`config.mk`:
```
export PLATFORM = sky130hd
export DESIGN_NAME = gaussian_pixel_noise_injector
export DESIGN_NICKNAME = d
export VERILOG_FILES = /design/src/design/gpni_pkg.sv /design/src/design/gpni_ctrl.sv /design/src/design/gpni_dp.sv /design/src/design/gaussian_pixel_noise_injector.sv
export SDC_FILE = /design/constraint.sdc
export NUM_CORES = 2
export LEC_CHECK = 0
export BUFFER_PORTS_ARGS = -buffer_cell sky130_fd_sc_hd__buf_2
export CAP_MARGIN = 20
export CORE_UTILIZATION = 60
export DETAILED_ROUTE_END_ITERATION = 10
export PLACE_DENSITY = 0.76
export SKIP_CTS_REPAIR_TIMING = 1
export SYNTH_ARGS = -nofsm -noshare
export SYNTH_HDL_FRONTEND = slang
export SYNTH_SLANG_ARGS = --single-unit
```
`constraint.sdc`:
```
create_clock -name clk -period 8.8 [get_ports clk]
set_clock_uncertainty 0.1 [all_clocks]
set_input_delay 1.32 -clock clk [delete_from_list [all_inputs] [get_ports clk]]
set_output_delay 1.32 -clock clk [all_outputs]
set_load 0.03 [all_outputs]
```
`src/design/gpni_pkg.sv`:
```
// shared constants and control types for the gaussian pixel noise injector
`timescale 1ns / 1ps

package gpni_pkg;

    localparam int unsigned PIX_W      = 8;
    localparam int unsigned SIGMA_W    = 8;
    localparam int unsigned SEED_W     = 32;
    localparam int unsigned CLIP_W     = 24;
    localparam int unsigned DRAW_W     = 16;
    localparam int unsigned FRAC_W     = 16;
    localparam int unsigned SCALE_W    = 17;
    localparam int unsigned SCALE_SHIFT = 15;

    localparam logic [SEED_W-1:0]  LCG_MUL   = 32'd1103515245;
    localparam logic [SEED_W-1:0]  LCG_ADD   = 32'd12345;
    localparam logic [SEED_W-1:0]  SEED_RST  = 32'd1;
    localparam logic [DRAW_W-1:0]  HALF_DRAW = 16'd16384;
    localparam logic [SCALE_W-1:0] SCALE_Q16 = 17'd71791;
    localparam logic [PIX_W-1:0]   PIX_MAX   = 8'd255;
    localparam logic [SIGMA_W-1:0] SIGMA_RST = 8'd0;

    // register index taken from paddr[2]
    localparam logic REG_SIGMA = 1'b0;
    localparam logic REG_SEED  = 1'b1;

    typedef struct packed {
        logic load;    // capture pixel, clear accumulator
        logic step;    // advance generator
        logic accum;   // add current draw into the sum
        logic mul1;    // magnitude times sigma
        logic mul2;    // times scale constant
        logic emit;    // clamp and load output register
    } cmd_t;

    typedef struct packed {
        logic out_full;
    } status_t;

endpackage

```
`src/design/gpni_ctrl.sv`:
```
// controller state machine sequencing draws, scaling and output
`timescale 1ns / 1ps

module gpni_ctrl #(
    parameter int unsigned DRAWS = 10
) (
    input  logic             clk,
    input  logic             rst_n,
    input  logic             s_tvalid,
    output logic             s_tready,
    input  gpni_pkg::status_t status,
    output gpni_pkg::cmd_t   cmd
);
    import gpni_pkg::*;

    localparam int unsigned CNT_W = $clog2(DRAWS + 1);
    localparam logic [CNT_W-1:0] CNT_LAST = CNT_W'(DRAWS);

    localparam logic [2:0] ST_IDLE = 3'd0;
    localparam logic [2:0] ST_GEN  = 3'd1;
    localparam logic [2:0] ST_MUL1 = 3'd2;
    localparam logic [2:0] ST_MUL2 = 3'd3;
    localparam logic [2:0] ST_FIN  = 3'd4;

    logic [2:0]       state_reg, state_next;
    logic [CNT_W-1:0] cnt_reg, cnt_next;

    always_comb
    begin
        state_next = state_reg;
        cnt_next   = cnt_reg;
        cmd        = '0;
        s_tready   = 1'b0;
        unique case (state_reg)
            ST_IDLE:
            begin
                s_tready = 1'b1;
                if (s_tvalid)
                begin
                    cmd.load   = 1'b1;
                    cnt_next   = '0;
                    state_next = ST_GEN;
                end
            end
            ST_GEN:
            begin
                // draw i is summed in the cycle after its generator step
                cmd.step  = (cnt_reg != CNT_LAST);
                cmd.accum = (cnt_reg != '0);
                if (cnt_reg == CNT_LAST)
                    state_next = ST_MUL1;
                else
                    cnt_next = cnt_reg + 1'b1;
            end
            ST_MUL1:
            begin
                cmd.mul1   = 1'b1;
                state_next = ST_MUL2;
            end
            ST_MUL2:
            begin
                cmd.mul2   = 1'b1;
                state_next = ST_FIN;
            end
            ST_FIN:
            begin
                if (!status.out_full)
                begin
                    cmd.emit   = 1'b1;
                    state_next = ST_IDLE;
                end
            end
            default:
            begin
                state_next = ST_IDLE;
            end
        endcase
    end

    always_ff @(posedge clk or negedge rst_n)
    begin
        if (!rst_n)
        begin
            state_reg <= ST_IDLE;
            cnt_reg   <= '0;
        end
        else
        begin
            state_reg <= state_next;
            cnt_reg   <= cnt_next;
        end
    end

endmodule

```
`src/design/gpni_dp.sv`:
```
// datapath: generator, draw sum, scaling multipliers, clamp and output register
`timescale 1ns / 1ps

module gpni_dp #(
    parameter int unsigned DRAWS = 10
) (
    input  logic                            clk,
    input  logic                            rst_n,
    input  gpni_pkg::cmd_t                  cmd,
    output gpni_pkg::status_t               status,
    input  logic [gpni_pkg::PIX_W-1:0]      pixel_in,
    input  logic [gpni_pkg::SIGMA_W-1:0]    sigma,
    input  logic                            seed_load,
    input  logic [gpni_pkg::SEED_W-1:0]     seed,
    output logic                            out_valid,
    input  logic                            out_ready,
    output logic [gpni_pkg::PIX_W-1:0]      pixel_out,
    output logic                            clipped,
    output logic [gpni_pkg::CLIP_W-1:0]     clip_count
);
    import gpni_pkg::*;

    localparam int unsigned MAG_W = $clog2(DRAWS * 16384 + 1);
    localparam int unsigned SUM_W = MAG_W + 1;
    localparam int unsigned P1_W  = MAG_W + SIGMA_W;
    localparam int unsigned P2_W  = P1_W + SCALE_W;
    localparam int unsigned NZ_W  = P2_W - SCALE_SHIFT;
    localparam int unsigned V_W   = NZ_W + 2;
    localparam logic signed [V_W-1:0] V_TOP = V_W'({PIX_MAX, 16'h0000});

    logic [SEED_W-1:0]       gen_reg;
    logic [SEED_W-1:0]       gen_next;
    logic signed [SUM_W-1:0] acc_reg;
    logic [PIX_W-1:0]        pix_reg;
    logic [P1_W-1:0]         p1_reg;
    logic [P2_W-1:0]         p2_reg;
    logic                    out_valid_reg;
    logic [PIX_W-1:0]        pixel_out_reg;
    logic                    clipped_reg;
    logic [CLIP_W-1:0]       clip_total_reg;

    logic signed [DRAW_W-1:0] draw;
    logic signed [SUM_W-1:0]  draw_ext;
    logic [SUM_W-1:0]         acc_abs;
    logic [MAG_W-1:0]         mag;
    logic [NZ_W-1:0]          noise_mag;
    logic signed [V_W-1:0]    pix_ext;
    logic signed [V_W-1:0]    nz_ext;
    logic signed [V_W-1:0]    v;
    logic                     over;
    logic                     under;
    logic [PIX_W-1:0]         result;

    assign gen_next  = gen_reg * LCG_MUL + LCG_ADD;
    assign draw      = $signed({1'b0, gen_reg[30:16]}) - $signed(HALF_DRAW);
    assign draw_ext  = {{(SUM_W-DRAW_W){draw[DRAW_W-1]}}, draw};
    assign acc_abs   = acc_reg[SUM_W-1] ? (~acc_reg + 1'b1) : acc_reg;
    assign mag       = acc_abs[MAG_W-1:0];
    assign noise_mag = p2_reg[P2_W-1:SCALE_SHIFT];
    assign pix_ext   = $signed({{(V_W-PIX_W-FRAC_W){1'b0}}, pix_reg, {FRAC_W{1'b0}}});
    assign nz_ext    = $signed({2'b00, noise_mag});
    assign v         = acc_reg[SUM_W-1] ? (pix_ext - nz_ext) : (pix_ext + nz_ext);
    assign over      = v > V_TOP;
    assign under     = v[V_W-1];

    always_comb
    begin
        if (over)
            result = PIX_MAX;
        else if (under)
            result = '0;
        else
            result = v[FRAC_W+PIX_W-1:FRAC_W];
    end

    assign status.out_full = out_valid_reg && !out_ready;

    always_ff @(posedge clk or negedge rst_n)
    begin
        if (!rst_n)
        begin
            gen_reg        <= SEED_RST;
            clip_total_reg <= '0;
            out_valid_reg  <= 1'b0;
        end
        else
        begin
            if (seed_load)
                gen_reg <= seed;
            else if (cmd.step)
                gen_reg <= gen_next;

            if (cmd.emit)
            begin
                out_valid_reg <= 1'b1;
                if ((over || under) && (clip_total_reg != {CLIP_W{1'b1}}))
                    clip_total_reg <= clip_total_reg + 1'b1;
            end
            else if (out_ready)
                out_valid_reg <= 1'b0;
        end
    end

    always_ff @(posedge clk)
    begin
        if (cmd.load)
        begin
            pix_reg <= pixel_in;
            acc_reg <= '0;
        end
        else if (cmd.accum)
            acc_reg <= acc_reg + draw_ext;

        if (cmd.mul1)
            p1_reg <= mag * sigma;
        if (cmd.mul2)
            p2_reg <= p1_reg * SCALE_Q16;

        if (cmd.emit)
        begin
            pixel_out_reg <= result;
            clipped_reg   <= over || under;
        end
    end

    // clip total after this item is what the result carries
    logic [CLIP_W-1:0] clip_shown_reg;
    always_ff @(posedge clk)
    begin
        if (cmd.emit)
            clip_shown_reg <= ((over || under) && (clip_total_reg != {CLIP_W{1'b1}}))
                              ? clip_total_reg + 1'b1 : clip_total_reg;
    end

    assign out_valid  = out_valid_reg;
    assign pixel_out  = pixel_out_reg;
    assign clipped    = clipped_reg;
    assign clip_count = clip_shown_reg;

endmodule

```
`src/design/gaussian_pixel_noise_injector.sv`:
```
// top level: apb registers, controller and datapath of the pixel noise injector
`timescale 1ns / 1ps

// Adds approximately Gaussian noise to one 8-bit grey pixel per item: the sum of
// DRAWS centred 15-bit draws from a linear congruential generator, scaled by
// noise_sigma * sqrt(1.2) in Q1.16, is added to the pixel, which is then clamped
// to 0..255 and truncated. After acceptance the generator runs first, advancing
// one step per cycle through a single 32x32 multiplier with each draw summed in
// the cycle after its step; then come the two scaling multiplies and the clamp,
// which loads the result. The next item is accepted on the cycle after that, so a
// new item is taken only once the last result is loaded; an item is accepted even
// while the previous result waits on the output, but its own result is held until
// the output is free.
// Writing noise_seed (address 0x4) reloads the generator; noise_sigma lies at 0x0.
// The 24-bit clip counter saturates and is cleared only by reset.
module gaussian_pixel_noise_injector #(
    parameter int unsigned DRAWS = 10
) (
    input  logic        clk,
    input  logic        rst_n,
    // apb configuration
    input  logic        psel,
    input  logic        penable,
    input  logic        pwrite,
    input  logic [2:0]  paddr,
    input  logic [31:0] pwdata,
    output logic [31:0] prdata,
    output logic        pready,
    // input stream
    input  logic        s_tvalid,
    output logic        s_tready,
    input  logic [7:0]  s_tdata,   // [7:0] pixel_in
    // output stream
    output logic        m_tvalid,
    input  logic        m_tready,
    output logic [39:0] m_tdata    // [7:0] pixel_out, [8] clipped, [32:9] clip_count
);
    import gpni_pkg::*;

    logic [SIGMA_W-1:0] sigma_reg;
    logic [SEED_W-1:0]  seed_reg;
    logic               cfg_wr;
    logic               seed_load;
    cmd_t               cmd;
    status_t            status;
    logic [PIX_W-1:0]   pixel_out;
    logic               clipped;
    logic [CLIP_W-1:0]  clip_count;

    assign pready    = 1'b1;
    assign cfg_wr    = psel && penable && pwrite && pready;
    assign seed_load = cfg_wr && (paddr[2] == REG_SEED);

    always_ff @(posedge clk or negedge rst_n)
    begin
        if (!rst_n)
        begin
            sigma_reg <= SIGMA_RST;
            seed_reg  <= SEED_RST;
        end
        else if (cfg_wr)
        begin
            unique case (paddr[2])
                REG_SIGMA: sigma_reg <= pwdata[SIGMA_W-1:0];
                REG_SEED:  seed_reg  <= pwdata;
                default:   ;
            endcase
        end
    end

    always_comb
    begin
        unique case (paddr[2])
            REG_SIGMA: prdata = {{(32-SIGMA_W){1'b0}}, sigma_reg};
            REG_SEED:  prdata = seed_reg;
            default:   prdata = '0;
        endcase
    end

    gpni_ctrl #(
        .DRAWS (DRAWS)
    ) u_ctrl (
        .clk      (clk),
        .rst_n    (rst_n),
        .s_tvalid (s_tvalid),
        .s_tready (s_tready),
        .status   (status),
        .cmd      (cmd)
    );

    gpni_dp #(
        .DRAWS (DRAWS)
    ) u_dp (
        .clk        (clk),
        .rst_n      (rst_n),
        .cmd        (cmd),
        .status     (status),
        .pixel_in   (s_tdata),
        .sigma      (sigma_reg),
        .seed_load  (seed_load),
        .seed       (pwdata),
        .out_valid  (m_tvalid),
        .out_ready  (m_tready),
        .pixel_out  (pixel_out),
        .clipped    (clipped),
        .clip_count (clip_count)
    );

    assign m_tdata = {7'b0, clip_count, clipped, pixel_out};

    a_load_on_accept: assert property (@(posedge clk) disable iff (!rst_n)
        cmd.load |-> (s_tvalid && s_tready))
        else $error("item loaded without handshake");

    a_one_item_at_a_time: assert property (@(posedge clk) disable iff (!rst_n)
        (s_tvalid && s_tready) |=> !s_tready)
        else $error("second item accepted while one is in work");

    a_emit_only_when_free: assert property (@(posedge clk) disable iff (!rst_n)
        cmd.emit |-> !status.out_full)
        else $error("result overwrote a pending output");

    a_emit_shows_valid: assert property (@(posedge clk) disable iff (!rst_n)
        cmd.emit |=> m_tvalid)
        else $error("emitted result not presented");

endmodule

```
==> run metrics <==
grt met2 use=around half; vias in the first global route=23090; antenna violations before repair=1; Syn Inst Count=roughly 3200; Area Growth Syn to Fin=6.99%; startpoint types=flop; largest net degree at the start of global routing=around 80; root buf cell=clkbuf_16; Top Ports=125; slowest stage delay, CP=0.60 ns; R2R Setup Slk=1.41 ns; met3 usage=about 2.6%; slowest cell on the critical path=dfrtp_1; Synth Flop Type=dfrtp_1; CTS tree=built; sequential share of the synthesized area=19.0%; run status=completed; design area=32700 um2; routed wire length per instance=around 17 um; TritonCTS Sinks=217; H-tree levels=1; grt peak-use layer=met2; first-pass GRT wire length=between 100 and 150 mm; Yosys cell types=75; nets@finish=~4200; gr usage total=26.8%; Starting Density=60.9%; Synthesis Warnings=0; max reg flops=32; post-synth top area cell=fa_1; Critical Path End Type=flop; Residual DRC=0; CTS Buffer Depth=3; Port-buffer cells=114; layout cells sized above 1=6.66%; Clock transition at path regs=0.06 ns; Routability Congestion=0.956; Final Cycle Share=84.0%; Initial DRT Pass Iterations=8; Die W=228 um; Max-Cap Viols=0; Die H=roughly 230 um; final setup fails=0; ys async rst share=between 40 and 50%; dpl cell area=31800 um2; number of synthesized flops with an enable pin=95; DRT Wirelength=66.7 mm; Crit Path Max Fanout=8; syn avg cell area=9.55 um2; HPWL Detailed=56.3 mm; Slew Limit Fails=0; Final ANT Viol Nets=0; Tmin final=7.39 ns; Synth top area share=27.8%; type of the worst setup path=reg -> reg; gr ovfl total=0; Vias=21310; area of the mapped netlist=30600 um2; Crit path top cell by count=fa_1; WP data required=approximately 9.2 ns; Core Area=~50000 um2; Slew @ Worst Pin=1.07 ns; die area=around 52000 um2; Filler cells=3938; Final Hold Viols=0; Worst slew margin=28.4%; met1 usage=33.1%; Num CTS Buffers=28; Yosys reg bits=~220; first-iteration detailed-routing DRC count=938; FP Rows=between 80 and 90; top post-synthesis cells by area=fa_1, ha_1, inv_1, edfxtp_1, dfrtp_1; setup TNS=0 ns; clk_lat worst skew=0.57 ns; Max Freq=135 MHz; WP data arrival=7.74 ns; RSZ-0062 raised after global routing=no; min-delay worst type=reg -> reg; antenna fix cells=0; vias per inst=roughly 5.3
## final timing paths
kind	startpoint	to	cells after the start
worst max-delay path	u_dp.gen_reg[8]$_DFFE_PN0P_	u_dp.gen_reg[30]$_DFFE_PN0P_	26
worst min-delay path	seed_reg[0]$_DFFE_PN1P_	seed_reg[0]$_DFFE_PN1P_	2
worst max register to register	u_dp.gen_reg[8]$_DFFE_PN0P_	u_dp.gen_reg[30]$_DFFE_PN0P_	26
worst min register to register	seed_reg[0]$_DFFE_PN1P_	seed_reg[0]$_DFFE_PN1P_	2
max in group asynchronous	rst_n	seed_reg[0]$_DFFE_PN1P_	3
min in group asynchronous	rst_n	u_dp.clip_total_reg[6]$_DFFE_PN0P_	1
## synth_stat cells (6+ instances only)
library cell / n
inv_1: 836
ha_1: 447
fa_1: 425
nand2_1: 259
xnor2_1: 139
a21oi_1: 120
dfrtp_1: 101
and2_1: 96
edfxtp_1: 95
nor2_1: 95
o21ai_0: 68
clkbuf_1: 51
xor2_1: 43
nor2b_1: 36
nor3_1: 35
nand3_1: 31
and3_1: 28
nand2b_1: 28
a21o_1: 22
dfxtp_1: 19
o21a_1: 18
mux2_2: 17
or3_1: 16
nand3_2: 14
nand4_1: 14
a31oi_1: 12
o31ai_1: 11
buf_4: 9
o21bai_1: 9
a211oi_1: 8
nor4_1: 8
o211ai_1: 8
or4_1: 7
nand3b_1: 6
## per-layer routing
metal  vias up  wire [um]
li1      10124          -
met1     10613      27600
met2       445      34800
met3       128       2180
met4         0       2230
met5         -          0
## worst max-delay path, delay by kind of cell (launching register included)
kind	cells	cell delay, ns
flops	1	0.60
compound gates	8	1.54
buf+inv	3	0.16
simple gates	4	0.40
xor+xnor	2	0.37
fa+ha+maj	9	4.08
## placed cells by master, fill, tap and decap left out, types with 17 or more instances in the layout
cell type / n
edfxtp_1: 95
nand3_1: 31
inv_1: 836
o21a_1: 18
and3_1: 27
dfxtp_1: 19
and2_1: 96
xor2_1: 43
buf_2: 113
dfrtp_1: 101
mux2_2: 17
xnor2_1: 139
nor3_1: 35
nand2_1: 259
a21o_1: 22
nor2_1: 95
clkbuf_16: 29
ha_1: 447
nor2b_1: 36
o21ai_0: 68
fa_1: 425
a21oi_1: 120
nand2b_1: 28
## final cells by class
class,instances,area [um2],area share [%]
multi-input combinational,2087,21400,65.2
sequential,217,5810,17.8
inverter,836,3140,9.58
tap,672,841,2.57
clock buffer,36,792,2.42
timing repair buffer,124,668,2.04
clock inverter,16,138,0.420
## through the flow
step                      instances  utilization [%]  hold WS (ns)  worst slack [ns]
final                          3988             65.1         0.361              1.41
after global routing           3988             65.1         0.383              1.03
after CTS                      3987             65.1         0.364              1.41
after detailed placement       3935             63.2         0.354              1.47
after global placement         3935             63.2         0.346              1.51
after floorplan                3212                -         0.337              2.27
## cell families after synthesis
family / synth area share, %
compound gates: 6.33
other cells: 0.0245
xor+xnor: 5.21
flops: 19.0
simple gates: 11.3
buf+inv: 11.4
fa+ha+maj: 46.1
mux: 0.760
Power is not shown: default switching activity piles up to over one toggle a cycle in this logic, so the estimate is an artifact.
